## src/hdl/lsh_queue.sv

```systemverilog
// Small register FIFO that decouples the front end from the back end.
// No dependencies.
`timescale 1ns / 1ps
`default_nettype none

module lsh_queue #(
    parameter int DW    = 37,
    parameter int DEPTH = 4
) (
    input  logic          i_clk,
    input  logic          i_rst_n,
    input  logic          i_push,
    input  logic [DW-1:0] i_data,
    output logic          o_ready,
    output logic          o_valid,
    output logic [DW-1:0] o_data,
    input  logic          i_pop
);

    localparam int AW  = (DEPTH > 1) ? $clog2(DEPTH) : 1;
    localparam int CNW = $clog2(DEPTH + 1);

    logic [DW-1:0]  r_mem [DEPTH];
    logic [AW-1:0]  r_wr_ptr, n_wr_ptr;
    logic [AW-1:0]  r_rd_ptr, n_rd_ptr;
    logic [CNW-1:0] r_count,  n_count;

    always_comb begin
        n_wr_ptr = r_wr_ptr;
        n_rd_ptr = r_rd_ptr;
        n_count  = r_count;
        if (i_push) begin
            n_wr_ptr = (r_wr_ptr == AW'(DEPTH - 1)) ? '0 : r_wr_ptr + AW'(1);
        end
        if (i_pop) begin
            n_rd_ptr = (r_rd_ptr == AW'(DEPTH - 1)) ? '0 : r_rd_ptr + AW'(1);
        end
        if (i_push && !i_pop) begin
            n_count = r_count + CNW'(1);
        end else if (i_pop && !i_push) begin
            n_count = r_count - CNW'(1);
        end
    end

    always_ff @(posedge i_clk) begin
        if (!i_rst_n) begin
            r_wr_ptr <= '0;
            r_rd_ptr <= '0;
            r_count  <= '0;
        end else begin
            r_wr_ptr <= n_wr_ptr;
            r_rd_ptr <= n_rd_ptr;
            r_count  <= n_count;
        end
    end

    always_ff @(posedge i_clk) begin
        if (i_push) begin
            r_mem[r_wr_ptr] <= i_data;
        end
    end

    assign o_ready = r_count != CNW'(DEPTH);
    assign o_valid = r_count != '0;
    assign o_data  = r_mem[r_rd_ptr];

endmodule

`default_nettype wire

```

## config.mk

```make
export PLATFORM = sky130hd
export DESIGN_NAME = lsh_queue
export DESIGN_NICKNAME = d
export VERILOG_FILES = /design/src/hdl/lsh_queue.sv
export SDC_FILE = /design/constraint.sdc
export NUM_CORES = 1
export LEC_CHECK = 0
export BUFFER_PORTS_ARGS = -buffer_cell sky130_fd_sc_hd__buf_2
export CORE_MARGIN = 8
export CORE_UTILIZATION = 50
export DETAILED_ROUTE_END_ITERATION = 10
export GPL_TIMING_DRIVEN = 1
export PLACE_DENSITY = 0.71
export SLEW_MARGIN = 0
export SYNTH_ARGS = -nofsm -noshare
export SYNTH_HDL_FRONTEND = slang
export SYNTH_SLANG_ARGS = --single-unit
```

## constraint.sdc

```tcl
create_clock -name i_clk -period 5.9 [get_ports i_clk]
set_input_delay 0 -clock i_clk [delete_from_list [all_inputs] [get_ports i_clk]]
set_output_delay 0 -clock i_clk [all_outputs]
set_load 0.01 [all_outputs]
```

==> run metrics <==
status=finished, final reports clean; fin. max-slew vios=0; Syn Nets=286; synthesized instance count=238; leakage power=2.55 nW; H-tree Lvls=4; post-synthesis mux area share=15.4%; Critical Path Start Type=register; Worst Setup End Kind=primary output; post-synthesis simple-gate area fraction=1.56%; synth unique cells=23; drt via density=5.18; setup TNS=0 ns; clk root buf=clkbuf_16; synth cell count leaders=edfxtp_1 (148), mux4_2 (30), dfxtp_1 (9); most common cell in the synthesized netlist=edfxtp_1; Critical R2R Launch=r_wr_ptr[0]$_SDFFE_PN0P_; PwrDens=349 nW/µm²; adder-cell share of the synthesized area=1.62%; WP data required=5.90 ns; largest family of logic cells by synthesized area=multiplexers; Via Count=2,721; worst hold path class=primary input to register; clk buf depth=2; Hold Path Stages=2; Synth Area in XOR/XNOR=0.299%; Total Wirelength=10,100 µm; initial antenna violation count=0; register area share after synthesis=79.0%; die height=124 µm; worst hold endpoint=r_mem[3][11]$_DFFE_PP_; Largest delay share family, worst path=buffers and inverters; Synth area leader=edfxtp_1; Synth top area share=75.9%; clk slew on worst S/H paths=0.06 ns; Worst Clk Skew=0.00562 ns; critical path cell sequence=buf_4, mux4_1, buf_2; DP HPWL=5950 µm; largest net degree at the start of global routing=38; Synthesis Warnings=0; #FFs+latches synth=157; Crit Path Class=register to primary output; Post-synth EDFFs=148; Synth async-reset ratio=0%; Top Ports=80; number of routed nets with antenna violations=0; post-CTS sizing=0; Post-route DRC=0; slew margin rel.=31.4%; Overflow after GRT=0; Mapped Area=5850 µm²; vias in the first global route=3,029; Compound-Gate Fraction of Synth Area=0.342%; critical path's slowest cell=mux4_1; fmax=466 MHz; drt wl/cell=19.3 µm; synthesis-to-layout area growth=25.2%; Power, Total=0.00256 W; Nets=417; die area=15,400 µm²; port buffer count=79; critical path data arrival time=2.15 ns; antenna diode count=0; RSZ-0062 raised after global routing=no; share of cells above drive strength 1=38.2%; Num CTS Buffers=17; num rows=39; setup slack, reg-to-reg=4.12 ns; global-route wire length before repair=16,000 µm; CTS tree=done; # setup viols final=0; actual slew at the worst max-slew pin=1.03 ns; Post-synth top flop=edfxtp_1; CP max FO=37; Area contributors post-synth=edfxtp_1 (76%), mux4_2 (12%), mux4_1 (3.1%), dfxtp_1 (3.1%), ha_1 (1.3%); initial DRC count=253; Starting Density=51.3%; Tcrit/Tclk final=36.4%; die width=124 µm; Detailed Routing Iterations Pass 1=4; slowest stage delay, CP=0.66 ns; Routability Congestion=0.659; mean cell area of the mapped netlist=24.6 µm²; All-Layer GR Usage=13.7%; Hold Fails Final Rpt=0; RR Endpoint=r_mem[2][8]$_DFFE_PP_; Core ar.=11,400 µm²; Worst VDD drop=0.211 mV; CTS sink cnt=157; worst path buffer plus inverter count=2; clock period minus worst slack=2.15 ns; R2R cell count=3; worst-skew pair later-pin latency=0.42 ns; worst hold path startpoint=i_data[11]; # Max-Cap Violations=0
per-layer routing:
layer	wire length, µm	part of all wire (%)	global-route usage [%]
met2	5200	51	22.9
met1	4250	42	15.4
met3	522	5.2	4.55
met5	0	0	0
met4	146	1.4	6.73
layout make-up:
| type | count | area (µm²) |
|---|---|---|
| Inverter | 4 | 15.0 |
| Timing Repair Buffer | 120 | 803 |
| Clock inverter | 14 | 146 |
| Multi-Input combinational cell | 69 | 1130 |
| Fill cell | 796 | 4090 |
| Tap cell | 143 | 179 |
| Sequential cell | 157 | 4630 |
| Clock buffer | 18 | 429 |
stage by stage:
stage | worst slack (ns) | hold WS, ns | util [%] | area (µm²) | instances
3_3_place_gp | 4.12 | 0.214 | 55.6 | 6350 | 453
3_5_place_dp | 4.09 | 0.219 | 55.6 | 6350 | 453
6_report | 3.75 | 0.332 | 64.2 | 7330 | 525
5_1_grt | 3.59 | 0.323 | 64.2 | 7330 | 525
4_1_cts | 3.66 | 0.310 | 64.2 | 7330 | 525
2_1_floorplan | 4.05 | 0.0989 | - | 5850 | 238
registers in the layout, indices dropped and copies added, names as in the netlist, named ones only:
name / cells
r_wr_ptr: 2
r_rd_ptr: 2
r_count: 3
r_mem: 148
placed cells by master, fill, tap and decap left out, types with 2 or more instances in the layout:
cell,instances
edfxtp_1,148
buf_2,79
dlygate4sd3_1,40
mux4_2,30
clkbuf_16,17
mux4_1,7
dfxtp_1,7
ha_1,6
nor2b_1,5
clkinvlp_4,5
inv_1,4
and2_2,4
mux2i_1,4
clkinv_4,3
nor2_1,2
or3_1,2
dfxtp_2,2
bufinv_16,2
clkinv_2,2
worst max-delay path by stage:
stage / start / endpoint / slack, ns / depth (start not counted)
2_1_floorplan: r_wr_ptr[0]$_SDFFE_PN0P_ / r_mem[3][0]$_DFFE_PP_ / 4.05 / 2
3_3_place_gp: r_wr_ptr[0]$_SDFFE_PN0P_ / r_mem[0][14]$_DFFE_PP_ / 4.12 / 3
3_5_place_dp: r_wr_ptr[0]$_SDFFE_PN0P_ / r_mem[1][11]$_DFFE_PP_ / 4.09 / 2
4_1_cts: register / o_data[28] / 3.66 / 3
5_1_grt: register / o_data[28] / 3.59 / 3
6_report: register / o_data[19] / 3.75 / 3
cell families (layout without fill, tap and decap cells):
| logic type | count (synthesis) | count (layout) |
|---|---|---|
| xor+xnor | 2 | 2 |
| fa+ha+maj | 7 | 7 |
| simple gates | 16 | 16 |
| compound gates | 3 | 3 |
| buf+inv | 12 | 156 |
| flops | 157 | 157 |
| mux | 41 | 41 |
what timing repair did:
item                                    in CTS  in global routing
setup buffers                                0                  0
hold buffers                                40                  0
endpoints found under the setup margin       0                  0
endpoints found under the hold margin      157                  0
power breakdown:
group | leakage, nW | switching (W) | internal [W]
clock | 0.266 | 0.000419 | 0.000621
sequential | 1.43 | 0.0000223 | 0.00128
combinational | 0.849 | 0.000109 | 0.000113
Power figures use the tool's default switching activity.
