**config.mk**
```make
export PLATFORM = sky130hd
export DESIGN_NAME = lsh_front_flat
export DESIGN_NICKNAME = d
export VERILOG_FILES = /design/src/hdl/lsh_pkg.sv /design/src/hdl/lsh_if.sv /design/src/hdl/lsh_front.sv /design/src/flat_wrapper.sv
export SDC_FILE = /design/constraint.sdc
export NUM_CORES = 1
export LEC_CHECK = 0
export ABC_CLOCK_PERIOD_IN_PS = 5280
export BUFFER_PORTS_ARGS = -buffer_cell sky130_fd_sc_hd__buf_4
export CORE_ASPECT_RATIO = 0.75
export CORE_MARGIN = 2
export CORE_UTILIZATION = 53
export CTS_CLUSTER_DIAMETER = 200
export CTS_CLUSTER_SIZE = 40
export DETAILED_ROUTE_END_ITERATION = 8
export GPL_TIMING_DRIVEN = 0
export PLACE_DENSITY = 0.78
export SLEW_MARGIN = 10
export SYNTH_ARGS = -nofsm -noshare
export SYNTH_HDL_FRONTEND = slang
export SYNTH_SLANG_ARGS = --single-unit
```
**constraint.sdc**
```tcl
create_clock -name i_clk -period 5.28 [get_ports i_clk]
set_input_delay 0.528 -clock i_clk [delete_from_list [all_inputs] [get_ports i_clk]]
set_output_delay 0.528 -clock i_clk [all_outputs]
set_load 0.1 [all_outputs]
```
**src/hdl/lsh_pkg.sv**
```systemverilog
// Shared types, constants and register indexes of the RGB Laplacian sharpen block.
// No dependencies.
`timescale 1ns / 1ps
`default_nettype none

package lsh_pkg;

    localparam int MAX_WIDTH_DEF    = 1024;
    localparam int QUEUE_DEPTH_DEF  = 4;

    localparam int FW_W             = 11;
    localparam int FH_W             = 13;
    localparam int CFG_IDX_W        = 1;
    localparam int CFG_DATA_W       = 13;

    localparam logic [FW_W-1:0] FRAME_WIDTH_RST  = 11'd640;
    localparam logic [FH_W-1:0] FRAME_HEIGHT_RST = 13'd480;

    localparam logic [7:0] PIX_MAX = 8'd255;

    typedef enum logic [CFG_IDX_W-1:0] {
        CFG_FRAME_WIDTH  = 1'b0,
        CFG_FRAME_HEIGHT = 1'b1
    } t_cfg_idx;

    typedef struct packed {
        logic [7:0] red;
        logic [7:0] green;
        logic [7:0] blue;
    } t_rgb;

    typedef struct packed {
        logic emit;
        logic interior;
        logic last;
    } t_cmd_flags;

endpackage

`default_nettype wire

```
**src/hdl/lsh_if.sv**
```systemverilog
// Stream interfaces for the pixel request channel and the result channel.
// Depends on nothing.
`timescale 1ns / 1ps
`default_nettype none

interface lsh_in_if;
    logic       valid;
    logic       ready;
    logic       kind;
    logic [7:0] red_in;
    logic [7:0] green_in;
    logic [7:0] blue_in;

    modport source (output valid, kind, red_in, green_in, blue_in, input ready);
    modport sink   (input valid, kind, red_in, green_in, blue_in, output ready);
endinterface


`default_nettype wire

```
**src/hdl/lsh_front.sv**
```systemverilog
// Front end: accepts requests, holds the frame registers and stream counters,
// and turns each kept request into a line-store command. Uses lsh_pkg and lsh_in_if.
`timescale 1ns / 1ps
`default_nettype none

module lsh_front import lsh_pkg::*; #(
    parameter int MAX_WIDTH = MAX_WIDTH_DEF,
    localparam int CW       = $clog2(MAX_WIDTH)
) (
    input  logic                  i_clk,
    input  logic                  i_rst_n,
    input  logic                  i_cfg_we,
    input  logic [CFG_IDX_W-1:0]  i_cfg_idx,
    input  logic [CFG_DATA_W-1:0] i_cfg_data,
    lsh_in_if.sink                i_pix,
    input  logic                  i_q_ready,
    output logic                  o_push,
    output logic [CW-1:0]         o_col,
    output t_rgb                  o_px,
    output t_cmd_flags            o_flags
);

    localparam int WW = $clog2(MAX_WIDTH + 1);
    localparam int EW = (WW > FW_W) ? WW : FW_W;
    localparam int RW = FH_W + 1;

    logic [FW_W-1:0] r_frame_width,  n_frame_width;
    logic [FH_W-1:0] r_frame_height, n_frame_height;
    logic [CW-1:0]   r_in_col,  n_in_col;
    logic [RW-1:0]   r_in_row,  n_in_row;
    logic [CW-1:0]   r_out_col, n_out_col;
    logic [FH_W-1:0] r_out_row, n_out_row;

    logic [EW-1:0]   fw_e;
    logic [WW-1:0]   eff_w;
    logic [FH_W-1:0] eff_h;
    logic            in_frame;
    logic            take;
    logic [CW-1:0]   col;
    logic [WW-1:0]   col_p1;
    logic [WW-1:0]   oc_p1;
    logic [RW-1:0]   or_p1;
    logic            emit;
    logic            interior;
    logic            last;

    assign i_pix.ready = i_q_ready;

    always_comb begin
        fw_e  = EW'(r_frame_width);
        eff_w = WW'((fw_e == '0) ? EW'(1) :
                    ((fw_e > EW'(MAX_WIDTH)) ? EW'(MAX_WIDTH) : fw_e));
        eff_h = (r_frame_height == '0) ? FH_W'(1) : r_frame_height;

        in_frame = r_in_row < RW'(eff_h);
        take     = i_pix.valid && i_pix.ready && !(in_frame && i_pix.kind);

        col    = (WW'(r_in_col) >= eff_w) ? CW'(eff_w - WW'(1)) : r_in_col;
        col_p1 = WW'(col) + WW'(1);
        emit   = (r_in_row >= RW'(2)) || ((r_in_row == RW'(1)) && (col != '0));

        oc_p1    = WW'(r_out_col) + WW'(1);
        or_p1    = RW'(r_out_row) + RW'(1);
        interior = (r_out_row != '0) && (or_p1 < RW'(eff_h)) &&
                   (r_out_col != '0) && (oc_p1 < eff_w);
        last     = (or_p1 >= RW'(eff_h)) && (oc_p1 >= eff_w);
    end

    always_comb begin
        n_frame_width  = r_frame_width;
        n_frame_height = r_frame_height;
        n_in_col       = r_in_col;
        n_in_row       = r_in_row;
        n_out_col      = r_out_col;
        n_out_row      = r_out_row;
        if (i_cfg_we) begin
            unique case (t_cfg_idx'(i_cfg_idx))
                CFG_FRAME_WIDTH:  n_frame_width  = i_cfg_data[FW_W-1:0];
                CFG_FRAME_HEIGHT: n_frame_height = i_cfg_data[FH_W-1:0];
            endcase
            n_in_col  = '0;
            n_in_row  = '0;
            n_out_col = '0;
            n_out_row = '0;
        end else if (take) begin
            if (col_p1 >= eff_w) begin
                n_in_col = '0;
                n_in_row = r_in_row + RW'(1);
            end else begin
                n_in_col = CW'(col_p1);
            end
            if (emit) begin
                priority if (last) begin
                    n_in_col  = '0;
                    n_in_row  = '0;
                    n_out_col = '0;
                    n_out_row = '0;
                end else if (oc_p1 >= eff_w) begin
                    n_out_col = '0;
                    n_out_row = FH_W'(or_p1);
                end else begin
                    n_out_col = CW'(oc_p1);
                end
            end
        end
    end

    always_ff @(posedge i_clk) begin
        if (!i_rst_n) begin
            r_frame_width  <= FRAME_WIDTH_RST;
            r_frame_height <= FRAME_HEIGHT_RST;
            r_in_col       <= '0;
            r_in_row       <= '0;
            r_out_col      <= '0;
            r_out_row      <= '0;
        end else begin
            r_frame_width  <= n_frame_width;
            r_frame_height <= n_frame_height;
            r_in_col       <= n_in_col;
            r_in_row       <= n_in_row;
            r_out_col      <= n_out_col;
            r_out_row      <= n_out_row;
        end
    end

    assign o_push  = take;
    assign o_col   = col;
    assign o_px    = in_frame ? t_rgb'({i_pix.red_in, i_pix.green_in, i_pix.blue_in}) : '0;
    assign o_flags = '{emit: emit, interior: interior, last: last};

endmodule

`default_nettype wire

```
**src/flat_wrapper.sv**
```systemverilog
// flat-port wrapper written by rule: the top's interface ports become plain ports
module lsh_front_flat import lsh_pkg::*;
#(
    parameter int MAX_WIDTH = MAX_WIDTH_DEF,
    localparam int CW       = $clog2(MAX_WIDTH)
)
  (i_clk, i_rst_n, i_cfg_we, i_cfg_idx, i_cfg_data, i_q_ready, o_push, o_col, o_px, o_flags, i_pix_valid, i_pix_kind, i_pix_red_in, i_pix_green_in, i_pix_blue_in, i_pix_ready);
  lsh_in_if i_pix_i ();
  input  logic i_clk;
  input  logic i_rst_n;
  input  logic i_cfg_we;
  input  logic [CFG_IDX_W-1:0] i_cfg_idx;
  input  logic [CFG_DATA_W-1:0] i_cfg_data;
  input  logic i_q_ready;
  output logic o_push;
  output logic [CW-1:0] o_col;
  output t_rgb o_px;
  output t_cmd_flags o_flags;
  input wire logic [$bits(i_pix_i.valid)-1:0] i_pix_valid;
  input wire logic [$bits(i_pix_i.kind)-1:0] i_pix_kind;
  input wire logic [$bits(i_pix_i.red_in)-1:0] i_pix_red_in;
  input wire logic [$bits(i_pix_i.green_in)-1:0] i_pix_green_in;
  input wire logic [$bits(i_pix_i.blue_in)-1:0] i_pix_blue_in;
  output wire logic [$bits(i_pix_i.ready)-1:0] i_pix_ready;
  assign i_pix_i.valid = i_pix_valid;
  assign i_pix_i.kind = i_pix_kind;
  assign i_pix_i.red_in = i_pix_red_in;
  assign i_pix_i.green_in = i_pix_green_in;
  assign i_pix_i.blue_in = i_pix_blue_in;
  assign i_pix_ready = i_pix_i.ready;
  lsh_front #(.MAX_WIDTH(MAX_WIDTH)) u_core (.i_clk(i_clk), .i_rst_n(i_rst_n), .i_cfg_we(i_cfg_we), .i_cfg_idx(i_cfg_idx), .i_cfg_data(i_cfg_data), .i_pix(i_pix_i), .i_q_ready(i_q_ready), .o_push(o_push), .o_col(o_col), .o_px(o_px), .o_flags(o_flags));
endmodule
```
==> results.yml <==
global_routing:
  grt_max_degree: 14
  antenna_found_initial: 0
  grt_first_pass_wirelength_um: 29080
  track_usage_pct: 30.03
  grt-ovfl-total: 0
  grt_pass1_vias: 5940
synthesis:
  yosys.cell_types.count: 67
  synth_xor_area_share_pct: 4.870
  synth_compound_area_share_pct: 23.91
  yosys_warnings: 0
  synth_area_per_cell_sq_um: 7.798
  yosysSeqAreaShare_pct: 23.95
  synth_area_sq_um: 5934
  synth_area_leaders: "dfxtp_1 24%, ha_1 14%, nand2_1 6.6%"
  yosys.area_share.adder_pct: 13.92
  synth_flop_cell: "dfxtp_1"
  synth-simple-area-share_pct: 26.88
  ys_async_sr_fraction_pct: 0
  synth_top_family_by_area: "simple AND/OR/NAND/NOR gates"
  synth_mux_area_share_pct: 1.181
  ys_seq_elements: 71
  synth_top_area_cell: "dfxtp_1"
  synth_top_area_share_pct: 23.95
  synthCells: 761
  synth-edff-count: 0
  syn-num-nets: 871
route:
  viasPerCell: 6.409
  drc_errors: 0
  drtIter0Drc: 620
  avgRoutedWirePerCell_um: 18.29
  ant_nets: 0
  vias: 6428
  routed_wl_um: 18340
  drtPass1Iterations: 6
die:
  coreArea_sq_um: 10900
  ios: 83
  core.rowCount: 33
  die-area_sq_um: 12070
  dieHeight_um: 95.64
  die_w_um: 126.2
  start_util_pct: 54.44
worst_hold_path:
  hold_path_depth: 3
  hold_end: "u_core.fw_e[9]"
  hold_start: "i_cfg_data[9]"
  hold_path_class: "in2reg"
clock_tree:
  cts.sinks: 71
  clock_latency_ps: 340
  cts.clk_slew.worst_paths_ps: 60
  cts_max_path_buffers: 2
  htree_levels: 3
  cts_tree: "done"
  cts_buffers: 9
  cts_root_buf: "clkbuf_16"
  postCtsHoldBufs: 0
worst_setup_path:
  crit_start: "u_core.fw_e[6]"
  crit_type: "reg2reg"
  worstPathMaxFanout: 8
  cp_data_required_time_ps: 5550
  critPathArrivalTime_ps: 5440
  regToRegSetupSlack_ps: 110
  rr_worst_depth: 18
  critPathCaptureType: "flop"
  r2r-start: "u_core.fw_e[6]"
  start_kind: "flop"
  r2r-end: "u_core.r_in_col[3]"
sta:
  fin_crit_sh_pct: 97.88
  setup_viol: 0
  post-route-min-period_ps: 5168
  drv_slew: 0
  hold_viol: 0
  finalClockSkew_ps: 8.780
  finalSetupTns_ps: 0
  fmax_mhz: 193.5
  slew_headroom_pct: 18.77
  tightest_slew_ps: 1211
finish:
  seq_area_sq_um: 1423
  layout.nets: 968
  final_common_cell: "nand2_1"
  final_cell_mix: "101 x nand2_1, 94 x buf_4, 70 x dfxtp_1"
  area_delta_synth_final_pct: 24.23
  drive_gt1_share_pct: 18.89
  n_antenna_cell: 0
  num-fill-cells: 902
  multiInputGateArea_sq_um: 4456
place:
  dpl.hpwl_um: 13970
  port_buffers: 82
  gp_congestion: 0.9210
outcome:
  status: "completed"
job:
  drv_cap: 0
pwr:
  power.density_nw_per_um2: 214.9
  vdd_drop_max_mv: 0.2253
  power.leakage_nw: 3.058
  power_w: 0.001584
## sequential cells by signal, indices dropped and copies added (netlist names)
register,cells
u_core.r_frame_height,13
u_core.fw_e,11
u_core.r_in_row,14
u_core.r_out_col,10
u_core.r_out_row,13
u_core.r_in_col,10
## synthesized netlist by cell type, types with 4 or more instances
cell and n:
nand2_1 105, o21a_1 10, nand2b_1 13, nand4_1 12
nor3_1 24, nor2b_1 5, a21oi_1 35, mux2i_1 7
inv_1 41, dfxtp_1 71, o31ai_1 4, a31oi_1 4
a21boi_0 20, or3b_1 4, o21ai_0 31, or3_1 6
nand3_1 31, and2_1 30, a32o_1 17, ha_1 66
buf_4 4, or4_1 5, and3_1 10, nor2_1 31
xor2_1 14, o211ai_1 15, nor4_1 19, xnor2_1 19
a21o_1 12, a211oi_1 7, clkbuf_1 31
## final cells by class
type	count	share of cell area [%]
plain buffers	34	2.223
clock buffers	10	3.106
clock inverters	6	1.273
inverters	41	2.122
multi-input cells	611	60.44
flip-flops and latches	71	19.30
well taps	140	2.376
repair buffers	90	9.165
## kinds of logic (layout without fill, tap and decap cells)
logic type,Yosys count,in the layout
buf+inv,79,181
simple gates,312,312
flops,71,71
xor+xnor,33,33
fa+ha+maj,66,66
mux,7,7
compound gates,193,193
## worst max-delay path by stage
stage	slack (ps)	depth (start not counted)	to
after floorplan	20	21	u_core.r_in_col[4]
after global placement	-670	22	u_core.r_in_row[6]
after detailed placement	-880	22	u_core.r_in_row[1]
after CTS	30	23	u_core.r_in_col[4]
after global routing	-100	20	u_core.r_in_col[3]
final	110	18	u_core.r_in_col[3]
## repair_timing
item                       in CTS  in global routing
pin swaps                       4                  6
buffers inserted                5                  3
setup endpoints to repair      25                 20
gates resized for setup        21                 21
## report_power, final
group,internal [W],leakage (nW),switching [W]
logic,0.000120,2.33,0.000245
clock network,0.000417,0.153,0.000245
registers,0.000546,0.576,0.0000118
total,0.00108,3.06,0.000502
## metal layers
metal	GRT usage, %	vias up	share of wire (%)
met4	8.059	0	2.0
met1	41.19	3008	44
li1	-	2994	-
met5	0	-	0
met3	6.846	51	10
met2	47.80	375	43
## metrics by stage
step                utilization (%)  area (sq um)  setup WS [ps]  cells  hold slack [ps]
floorplan                         -          6032          16.37    761            442.9
global placement              62.59          6823         -665.4    983            466.5
detailed placement            62.59          6823         -875.9    983            484.2
CTS                           66.66          7266          34.82   1002            432.7
global route                  67.63          7372         -100.4   1003            438.7
finish                        67.63          7372          112.1   1003            432.8
## critical path, stage by stage, from the launching register on
cell	delay [ps]
dfxtp_1	600
nor4_4	100
a41oi_2	250
nor2_4	70
inv_1	60
ha_2	240
or4b_4	530
a32oi_2	280
or4b_1	510
nand2_1	150
xor2_2	210
ha_1	270
a21o_1	180
a221o_1	370
a21oi_2	200
a21oi_4	130
or3_4	400
or3b_1	390
a21oi_1	130
No activity file was read; power rests on OpenSTA's default activity.
